[config.mk]
export PLATFORM = sky130hd
export DESIGN_NAME = multilevel_feedback_scheduler
export DESIGN_NICKNAME = d
export VERILOG_FILES = /design/src/design/mfs_pkg.sv /design/src/design/mfs_controller.sv /design/src/design/mfs_datapath.sv /design/src/design/multilevel_feedback_scheduler.sv
export SDC_FILE = /design/constraint.sdc
export NUM_CORES = 1
export LEC_CHECK = 0
export BUFFER_PORTS_ARGS = -buffer_cell sky130_fd_sc_hd__buf_2
export CAP_MARGIN = 20
export CORE_MARGIN = 10
export CORE_UTILIZATION = 57
export CTS_CLUSTER_SIZE = 14
export DETAILED_ROUTE_END_ITERATION = 8
export PLACE_DENSITY = 0.76
export SLEW_MARGIN = 20
export SYNTH_ARGS = -nofsm -noshare
export SYNTH_HDL_FRONTEND = slang
export SYNTH_SLANG_ARGS = --single-unit
[constraint.sdc]
create_clock -name clk -period 5 [get_ports clk]
set_input_delay 0 -clock clk [delete_from_list [all_inputs] [get_ports clk]]
set_output_delay 0 -clock clk [all_outputs]
set_load 0.005 [all_outputs]
[src/design/mfs_pkg.sv]
// ----------------------------------------------------------------------------
// mfs_pkg: shared types and constants of the multilevel feedback scheduler
// Holds parameter defaults, field widths, result codes and the controller
// state and command types.
// ----------------------------------------------------------------------------
package mfs_pkg;

	localparam int SLOTS_DEF  = 16;
	localparam int LEVELS_DEF = 8;

	localparam int TAG_W = 8;
	localparam int SVC_W = 16;
	localparam int QNT_W = 8;
	localparam int STA_W = 2;
	localparam int RLV_W = 3;

	localparam logic [QNT_W-1:0] QUANTUM_RESET = 8'd1;
	localparam logic [QNT_W-1:0] QCOUNT_MAX    = 8'd255;

	// result status codes
	localparam logic [STA_W-1:0] STATUS_IDLE   = 2'd0;
	localparam logic [STA_W-1:0] STATUS_RAN    = 2'd1;
	localparam logic [STA_W-1:0] STATUS_ADMIT  = 2'd2;
	localparam logic [STA_W-1:0] STATUS_REJECT = 2'd3;

	// input command codes
	localparam logic CMD_ADMIT = 1'b0;
	localparam logic CMD_TICK  = 1'b1;

	typedef enum logic [2:0] {
		ST_IDLE,
		ST_ADMIT,
		ST_PREEMPT,
		ST_DISPATCH,
		ST_RUN
	} state_t;

	// controller to datapath commands
	typedef struct packed {
		logic load;      // capture input fields
		logic admit;     // admit step
		logic preempt;   // preemption check step
		logic dispatch;  // pick process and read its slot
		logic run;       // run one tick and deliver result
	} ctl_t;

endpackage

[src/design/mfs_controller.sv]
// ----------------------------------------------------------------------------
// mfs_controller: sequencer of the scheduler
// Steps an admit through the admit state and a tick through the preempt,
// dispatch and run states, issuing one command per cycle to the datapath while a transaction is in progress.
// ----------------------------------------------------------------------------
module mfs_controller (
	input  logic          clk,
	input  logic          arst_n,
	input  logic          start,
	input  logic          cmd,
	output logic          busy,
	output mfs_pkg::ctl_t ctl
);

	mfs_pkg::state_t state_q, state_d;

	// state register
	always_ff @(posedge clk or negedge arst_n) begin
		if (!arst_n) begin
			state_q <= mfs_pkg::ST_IDLE;
		end else begin
			state_q <= state_d;
		end
	end

	// next state and commands
	always_comb begin
		state_d = state_q;
		ctl     = '0;
		busy    = 1'b1;
		unique case (state_q)
			mfs_pkg::ST_IDLE: begin
				busy = 1'b0;
				if (start) begin
					ctl.load = 1'b1;
					state_d  = (cmd == mfs_pkg::CMD_ADMIT) ? mfs_pkg::ST_ADMIT
					                                       : mfs_pkg::ST_PREEMPT;
				end
			end
			mfs_pkg::ST_ADMIT: begin
				ctl.admit = 1'b1;
				state_d   = mfs_pkg::ST_IDLE;
			end
			mfs_pkg::ST_PREEMPT: begin
				ctl.preempt = 1'b1;
				state_d     = mfs_pkg::ST_DISPATCH;
			end
			mfs_pkg::ST_DISPATCH: begin
				ctl.dispatch = 1'b1;
				state_d      = mfs_pkg::ST_RUN;
			end
			mfs_pkg::ST_RUN: begin
				ctl.run = 1'b1;
				state_d = mfs_pkg::ST_IDLE;
			end
			default: begin
				state_d = mfs_pkg::ST_IDLE;
			end
		endcase
	end

`ifndef ASSERT_OFF
	a_accept_busy: assert property (@(posedge clk) disable iff (!arst_n)
		(start && !busy) |=> busy)
		else $error("accepted transaction did not make block busy");
	a_preempt_seq: assert property (@(posedge clk) disable iff (!arst_n)
		(state_q == mfs_pkg::ST_PREEMPT) |=> (state_q == mfs_pkg::ST_DISPATCH))
		else $error("preempt step not followed by dispatch");
	a_run_done: assert property (@(posedge clk) disable iff (!arst_n)
		(state_q == mfs_pkg::ST_RUN || state_q == mfs_pkg::ST_ADMIT)
		|=> (state_q == mfs_pkg::ST_IDLE))
		else $error("result step not followed by idle");
`endif

endmodule

[src/design/mfs_datapath.sv]
// ----------------------------------------------------------------------------
// mfs_datapath: slot memories, level queues and processor state
// Slot fields live in memories with registered reads; level queues are
// linked lists through the slot link memory.
// ----------------------------------------------------------------------------
module mfs_datapath #(
	parameter int SLOTS  = mfs_pkg::SLOTS_DEF,
	parameter int LEVELS = mfs_pkg::LEVELS_DEF
) (
	input  logic                       clk,
	input  logic                       arst_n,
	input  mfs_pkg::ctl_t              ctl,
	input  logic [mfs_pkg::TAG_W-1:0]  proc_tag,
	input  logic [mfs_pkg::SVC_W-1:0]  service_ticks,
	input  logic                       cfg_valid,
	input  logic [mfs_pkg::QNT_W-1:0]  cfg_data,
	output logic                       done,
	output logic [mfs_pkg::STA_W-1:0]  status,
	output logic [mfs_pkg::TAG_W-1:0]  run_tag,
	output logic [mfs_pkg::RLV_W-1:0]  run_level,
	output logic                       finished
);

	localparam int SW = $clog2(SLOTS);
	localparam int LW = $clog2(LEVELS);
	localparam logic [LW-1:0] LVL_LAST = LW'(LEVELS - 1);

	// slot memories
	logic [mfs_pkg::TAG_W-1:0] tag_mem  [SLOTS];
	logic [mfs_pkg::SVC_W-1:0] rem_mem  [SLOTS];
	logic [LW-1:0]             lvl_mem  [SLOTS];
	logic [SW-1:0]             link_mem [SLOTS];

	logic [mfs_pkg::TAG_W-1:0] rd_tag;
	logic [mfs_pkg::SVC_W-1:0] rd_rem;
	logic [LW-1:0]             rd_lvl;
	logic [SW-1:0]             rd_link;

	// queue and processor state
	logic [SLOTS-1:0]  used_q;
	logic [LEVELS-1:0] nonempty_q;
	logic [SW-1:0]     head_q [LEVELS];
	logic [SW-1:0]     tail_q [LEVELS];
	logic              cpu_busy_q;
	logic [SW-1:0]     cpu_slot_q;
	logic [LW-1:0]     cur_level_q;
	logic [mfs_pkg::QNT_W-1:0] qcount_q;
	logic [mfs_pkg::QNT_W-1:0] quantum_q;
	logic [mfs_pkg::TAG_W-1:0] tag_q;
	logic [mfs_pkg::SVC_W-1:0] svc_q;
	logic              popped_q;
	logic              pop_more_q;
	logic [LW-1:0]     pop_lvl_q;

	// search results
	logic          free_ok;
	logic [SW-1:0] free_idx;
	logic          any_ready;
	logic [LW-1:0] top_lvl;

	// lowest free slot
	always_comb begin
		free_ok  = 1'b0;
		free_idx = '0;
		for (int i = SLOTS - 1; i >= 0; i--) begin
			if (!used_q[i]) begin
				free_ok  = 1'b1;
				free_idx = SW'(i);
			end
		end
	end

	// highest priority non-empty level
	always_comb begin
		any_ready = 1'b0;
		top_lvl   = '0;
		for (int i = LEVELS - 1; i >= 0; i--) begin
			if (nonempty_q[i]) begin
				any_ready = 1'b1;
				top_lvl   = LW'(i);
			end
		end
	end

	// step decisions
	logic          preempt_go;
	logic          pop_go;
	logic [SW-1:0] rd_addr;
	logic [mfs_pkg::QNT_W-1:0] qcount_inc;
	logic          run_fin;
	logic          demote;
	logic [LW-1:0] lvl_new;

	always_comb begin
		preempt_go = ctl.preempt && cpu_busy_q && any_ready && (top_lvl < cur_level_q);
		pop_go     = ctl.dispatch && !cpu_busy_q && any_ready;
		rd_addr    = pop_go ? head_q[top_lvl] : cpu_slot_q;
		qcount_inc = (qcount_q == mfs_pkg::QCOUNT_MAX) ? qcount_q : qcount_q + 1'b1;
		run_fin    = (rd_rem <= mfs_pkg::SVC_W'(1));
		demote     = !run_fin && (qcount_inc >= quantum_q);
		lvl_new    = (rd_lvl == LVL_LAST) ? rd_lvl : rd_lvl + 1'b1;
	end

	// tail push request
	logic          push_en;
	logic [LW-1:0] push_lvl;
	logic [SW-1:0] push_slot;

	always_comb begin
		push_en   = 1'b0;
		push_lvl  = '0;
		push_slot = cpu_slot_q;
		if (ctl.admit && free_ok) begin
			push_en   = 1'b1;
			push_slot = free_idx;
		end else if (preempt_go) begin
			push_en  = 1'b1;
			push_lvl = cur_level_q;
		end else if (ctl.run && cpu_busy_q && demote) begin
			push_en  = 1'b1;
			push_lvl = lvl_new;
		end
	end

	// slot field writes and registered reads
	always_ff @(posedge clk) begin
		if (ctl.admit && free_ok) begin
			tag_mem[free_idx] <= tag_q;
			rem_mem[free_idx] <= svc_q;
			lvl_mem[free_idx] <= '0;
		end else if (ctl.run && cpu_busy_q) begin
			rem_mem[cpu_slot_q] <= run_fin ? '0 : rd_rem - 1'b1;
			if (demote) begin
				lvl_mem[cpu_slot_q] <= lvl_new;
			end
		end
		if (push_en && nonempty_q[push_lvl]) begin
			link_mem[tail_q[push_lvl]] <= push_slot;
		end
		if (ctl.dispatch) begin
			rd_tag  <= tag_mem[rd_addr];
			rd_rem  <= rem_mem[rd_addr];
			rd_lvl  <= lvl_mem[rd_addr];
			rd_link <= link_mem[rd_addr];
		end
	end

	// queue heads and tails, payload of the lists
	always_ff @(posedge clk) begin
		if (ctl.run && popped_q && pop_more_q) begin
			head_q[pop_lvl_q] <= rd_link;
		end
		if (push_en) begin
			tail_q[push_lvl] <= push_slot;
			if (!nonempty_q[push_lvl]) begin
				head_q[push_lvl] <= push_slot;
			end
		end
		if (ctl.load) begin
			tag_q <= proc_tag;
			svc_q <= service_ticks;
		end
		if (pop_go) begin
			pop_lvl_q  <= top_lvl;
			pop_more_q <= (head_q[top_lvl] != tail_q[top_lvl]);
		end
		if (ctl.run) begin
			cur_level_q <= rd_lvl;
		end
	end

	// control state
	always_ff @(posedge clk or negedge arst_n) begin
		if (!arst_n) begin
			used_q     <= '0;
			nonempty_q <= '0;
			cpu_busy_q <= 1'b0;
			cpu_slot_q <= '0;
			qcount_q   <= '0;
			quantum_q  <= mfs_pkg::QUANTUM_RESET;
			popped_q   <= 1'b0;
			done       <= 1'b0;
			status     <= mfs_pkg::STATUS_IDLE;
			run_tag    <= '0;
			run_level  <= '0;
			finished   <= 1'b0;
		end else begin
			done <= 1'b0;
			if (cfg_valid) begin
				quantum_q <= cfg_data;
			end
			if (ctl.dispatch) begin
				popped_q <= pop_go;
				if (pop_go) begin
					if (head_q[top_lvl] == tail_q[top_lvl]) begin
						nonempty_q[top_lvl] <= 1'b0;
					end
					cpu_slot_q <= head_q[top_lvl];
					cpu_busy_q <= 1'b1;
					qcount_q   <= '0;
				end
			end
			if (preempt_go) begin
				cpu_busy_q <= 1'b0;
				qcount_q   <= '0;
			end
			if (push_en) begin
				nonempty_q[push_lvl] <= 1'b1;
			end
			// admit result
			if (ctl.admit) begin
				done      <= 1'b1;
				run_tag   <= tag_q;
				run_level <= '0;
				finished  <= 1'b0;
				status    <= free_ok ? mfs_pkg::STATUS_ADMIT : mfs_pkg::STATUS_REJECT;
				if (free_ok) begin
					used_q[free_idx] <= 1'b1;
				end
			end
			// tick result
			if (ctl.run) begin
				done <= 1'b1;
				if (cpu_busy_q) begin
					status    <= mfs_pkg::STATUS_RAN;
					run_tag   <= rd_tag;
					run_level <= mfs_pkg::RLV_W'(32'(rd_lvl));
					finished  <= run_fin;
					qcount_q  <= qcount_inc;
					if (run_fin) begin
						used_q[cpu_slot_q] <= 1'b0;
						cpu_busy_q         <= 1'b0;
					end else if (demote) begin
						cpu_busy_q <= 1'b0;
					end
				end else begin
					status    <= mfs_pkg::STATUS_IDLE;
					run_tag   <= '0;
					run_level <= '0;
					finished  <= 1'b0;
				end
			end
		end
	end

endmodule

[src/design/multilevel_feedback_scheduler.sv]
// ----------------------------------------------------------------------------
// multilevel_feedback_scheduler: multilevel feedback queue scheduler
// Admits processes into level 0 and runs one tick per tick command.
// ----------------------------------------------------------------------------
// Each transaction starts when start is high and busy is low. An admit goes
// through the admit step to its result, a tick through the preempt check,
// the dispatch with the slot memory read and the run step. The result
// appears for one cycle with done high and must be taken then; the receiver
// cannot stall. The quantum register may be written at any time through
// cfg_valid (cfg_ready is always high), but only while busy is low if the
// write is to apply cleanly to the next transaction.
module multilevel_feedback_scheduler #(
	parameter int SLOTS  = mfs_pkg::SLOTS_DEF,
	parameter int LEVELS = mfs_pkg::LEVELS_DEF
) (
	input  logic                       clk,
	input  logic                       arst_n,
	input  logic                       start,
	output logic                       busy,
	input  logic                       cmd,
	input  logic [mfs_pkg::TAG_W-1:0]  proc_tag,
	input  logic [mfs_pkg::SVC_W-1:0]  service_ticks,
	input  logic                       cfg_valid,
	output logic                       cfg_ready,
	input  logic [mfs_pkg::QNT_W-1:0]  cfg_data,
	output logic                       done,
	output logic [mfs_pkg::STA_W-1:0]  status,
	output logic [mfs_pkg::TAG_W-1:0]  run_tag,
	output logic [mfs_pkg::RLV_W-1:0]  run_level,
	output logic                       finished
);

	mfs_pkg::ctl_t ctl;

	assign cfg_ready = 1'b1;

	mfs_controller u_ctrl (
		.clk    (clk),
		.arst_n (arst_n),
		.start  (start),
		.cmd    (cmd),
		.busy   (busy),
		.ctl    (ctl)
	);

	mfs_datapath #(
		.SLOTS  (SLOTS),
		.LEVELS (LEVELS)
	) u_dp (
		.clk           (clk),
		.arst_n        (arst_n),
		.ctl           (ctl),
		.proc_tag      (proc_tag),
		.service_ticks (service_ticks),
		.cfg_valid     (cfg_valid),
		.cfg_data      (cfg_data),
		.done          (done),
		.status        (status),
		.run_tag       (run_tag),
		.run_level     (run_level),
		.finished      (finished)
	);

endmodule
==> impl_metrics.json <==
{
  "status": "complete, no violations",
  "yosys.area.top_type_share_pct": 61.9,
  "synthXorXnorAreaFrac_pct": 0.609,
  "synth_compound_area_share_pct": 9.66,
  "dr.pass1.iters": 6,
  "utilization_pct": 65.9,
  "ys_top_cells_by_count": "edfxtp_1 (622), or4_1 (187), mux2_2 (136)",
  "reg2reg_from": "u_dp.qcount_q[0]",
  "slew_headroom_pct": 20.1,
  "r2r_end": "u_dp.link_mem[12][1]",
  "p_comb_share_pct": 36.3,
  "timing.critical_path.arrival_ns": 5.08,
  "grt_max_degree": 247,
  "ant_nets": 0,
  "min_period_over_period_pct": 95.2,
  "htree_num_levels": 3,
  "synthAdderAreaFrac_pct": 0.580,
  "whs_path_depth": 2,
  "syn_to_final_growth_pct": 14.5,
  "gp_congestion": 0.907,
  "hold_start": "proc_tag[5]",
  "io_pins": 54,
  "synth_top_family_by_area": "simple AND/OR/NAND/NOR gates",
  "fillerInstances": 3543,
  "yosysMostFrequentCell": "edfxtp_1",
  "worst_slew_pin_slew_ns": 1.19,
  "die_h_um": 250,
  "finalHoldViolations": 0,
  "vias": 20316,
  "power.leakage_nw": 11.5,
  "postSynthAreaPerCell_um2": 14.4,
  "synth_top_area_cell": "edfxtp_1",
  "ctsRootBufferMaster": "clkbuf_16",
  "post_dp_cell_area_um2": 31700,
  "rows": 84,
  "totalPowerFinal_w": 0.0201,
  "rrSetupSlack_ns": 0.24,
  "die_w_um": 250,
  "worstRegToRegCells": 19,
  "io_buffers": 52,
  "cts_sinks": 686,
  "final_nets": 2260,
  "tritoncts": "done",
  "fmax_mhz": 210,
  "diodes": 0,
  "ys_ff_latch": 686,
  "hold_ws_ns": 0.0853,
  "worstPathRequired_ns": 5.32,
  "syn_nets": 2140,
  "fp.coreArea_um2": 52400,
  "final_layout_size_suffix_gt1_share_pct": 21.6,
  "yosysUniqueCellTypes": 85,
  "netlist_instances": 2089,
  "grt_overflow_total": 0,
  "min_to": "u_dp.tag_q[5]",
  "peakVddDrop_v": 0.000629,
  "antenna_found_initial": 1,
  "min_path_type": "in2reg",
  "dp_hpwl_mm": 47.1,
  "skew_ns": 0.0254,
  "p_per_area_nw_per_um2": 583,
  "start_util_pct": 57.6,
  "p_int_w": 0.0126,
  "yosysSeqAreaShare_pct": 67.2,
  "p_sw_w": 0.00750,
  "clock_path_buffers": 3,
  "wl_per_cell_um": 26.9,
  "first_iter_violations": 2446,
  "pwr-share-seq_pct": 39.7,
  "syn_area_um2": 30200,
  "first_global_vias": 19865,
  "insertion_delay_ns": 0.63,
  "maxSlewViolCount": 0,
  "endpoint_kind": "register",
  "wl_mm": 79.3,
  "yosys.area_share.simple_pct": 12.6,
  "cp-start-kind": "register",
  "grtUsageTotal_pct": 24.6,
  "synthTopCellsByArea": "edfxtp_1 (62%), dfrtp_1 (5.2%), mux2_2 (5.1%)",
  "numCtsBuffers": 68,
  "die-area_um2": 62600,
  "synth_mux_area_share_pct": 6.63,
  "p_clk_share_pct": 24.0,
  "criticalPathCategory": "reg2reg",
  "synth-edff-count": 622,
  "async_flop_share_pct": 9.33,
  "vias_per_cell": 6.89,
  "ys.flop_type": "edfxtp_1",
  "stdcell_area_um2": 34500,
  "min_period_ns": 4.76,
  "drv_cap": 0,
  "grt_pass1_wl_mm": 120,
  "drc_errors": 0,
  "finalSetupViolCount": 0,
  "path_clk_slew_ns": 0.06,
  "p_sw_share_pct": 37.2,
  "path_max_fanout": 19,
  "yosys_warnings": 0
}
-- layer usage --
layer  share of wire [%]  global-route usage [%]
met2                  47                    38.5
met1                  40                    33.3
met3                 9.6                    5.63
met4                 3.3                    8.52
met5                   0                       0
-- cells by family after synthesis --
family / count (synthesis)
AOI/OAI and AO/OA: 362
xor gates and xnor gates: 21
adders and majority gates: 14
buffers and inverters: 195
DFF: 686
muxes: 183
other: 1
and+or+nand+nor: 627
-- power groups by stage --
stage | registers (W) | clock network [W] | logic, W
after global routing | 0.00805 | 0.00510 | 0.00778
after global placement | 0.00807 | 0 | 0.00672
after CTS | 0.00798 | 0.00487 | 0.00698
after floorplan | 0.00791 | 0 | 0.00443
final | 0.00800 | 0.00484 | 0.00731
after detailed placement | 0.00809 | 0 | 0.00690
-- worst max-delay path, cell delays in order (launching register included) --
cell	delay, ns
dfrtp_1	0.40
ha_1	0.26
nand2_1	0.11
nor2_2	0.21
a31oi_2	0.14
buf_4	0.17
xor2_1	0.14
ha_1	0.29
o2111ai_1	0.10
o221a_2	0.36
nor3_1	0.20
buf_4	0.21
a21o_1	0.16
buf_8	0.21
mux2_2	0.36
o22ai_1	0.22
a311o_1	0.20
buf_8	0.21
nor4bb_2	0.32
buf_4	0.19
-- how the worst max path moves through the flow --
stage	depth (start not counted)	end	from	slack (ns)
2_1_floorplan	15	u_dp.link_mem[4][0]	u_dp.qcount_q[0]	0.11
3_3_place_gp	17	u_dp.link_mem[4][1]	u_dp.qcount_q[0]	0.07
3_5_place_dp	17	u_dp.link_mem[12][2]	u_dp.qcount_q[0]	-0.08
4_1_cts	17	u_dp.link_mem[14][0]	u_dp.qcount_q[0]	0.07
5_1_grt	19	u_dp.link_mem[12][2]	u_dp.qcount_q[0]	-0.03
6_report	19	u_dp.link_mem[12][1]	u_dp.qcount_q[0]	0.24
-- repair_timing --
item,CTS,global route
endpoints found under the hold margin,97,0
buffers inserted,0,5
resized for setup,1,27
pin swaps,0,4
setup endpoints to repair,52,64
hold buffers,51,0
-- sequential cells by signal, summed over array words and instances, names as in the netlist, 2 cells and up --
register,count
u_dp.rd_lvl,3
u_dp.rem_mem,256
u_dp.tag_q,8
u_dp.rd_tag,8
u_dp.head_q,32
u_dp.rd_link,4
u_dp.pop_lvl_q,3
u_dp.cpu_slot_q,4
u_dp.run_tag,8
u_dp.qcount_q,8
u_dp.cur_level_q,3
u_dp.run_level,3
u_dp.tail_q,32
u_dp.svc_q,16
u_dp.link_mem,64
u_dp.nonempty_q,8
u_dp.quantum_q,8
u_dp.rd_rem,16
u_ctrl.state_q,3
u_dp.status,2
u_dp.used_q,16
u_dp.lvl_mem,48
u_dp.tag_mem,128
-- per-stage QoR --
step / instances / setup TNS (ns) / setup WS [ns]
floorplan: 2089 / 0 / 0.107
global placement: 2770 / 0 / 0.0688
detailed placement: 2770 / -1.14 / -0.0775
CTS: 2943 / 0 / 0.0714
global route: 2949 / -0.112 / -0.0286
finish: 2949 / 0 / 0.242
-- cells in the final DEF (no fill, tap or decap), types with 15 or more instances in the layout --
cell / instances
nand3_1: 21
clkbuf_16: 68
o21ai_0: 48
nor2_2: 17
dfrtp_1: 63
buf_4: 89
buf_2: 52
inv_1: 32
o2111ai_1: 94
or4_1: 187
nor3_1: 23
mux2i_1: 47
mux2_2: 136
a211oi_1: 18
nor4_1: 66
nor2_1: 71
nand2_1: 105
edfxtp_1: 622
a2111o_1: 30
a31oi_1: 15
nand4_1: 38
dlygate4sd3_1: 51
a21oi_1: 39
clkinv_1: 19
-- layout make-up --
class / instances / area (µm²) / area share, %
sequential: 686 / 20300 / 58.7
multi-input combinational: 1208 / 9420 / 27.3
clock buffer: 83 / 1780 / 5.15
timing repair buffer: 209 / 1760 / 5.08
tap: 688 / 861 / 2.49
clock inverter: 39 / 300 / 0.869
inverter: 36 / 145 / 0.420
Note: power is estimated with default switching activity, not from simulation.
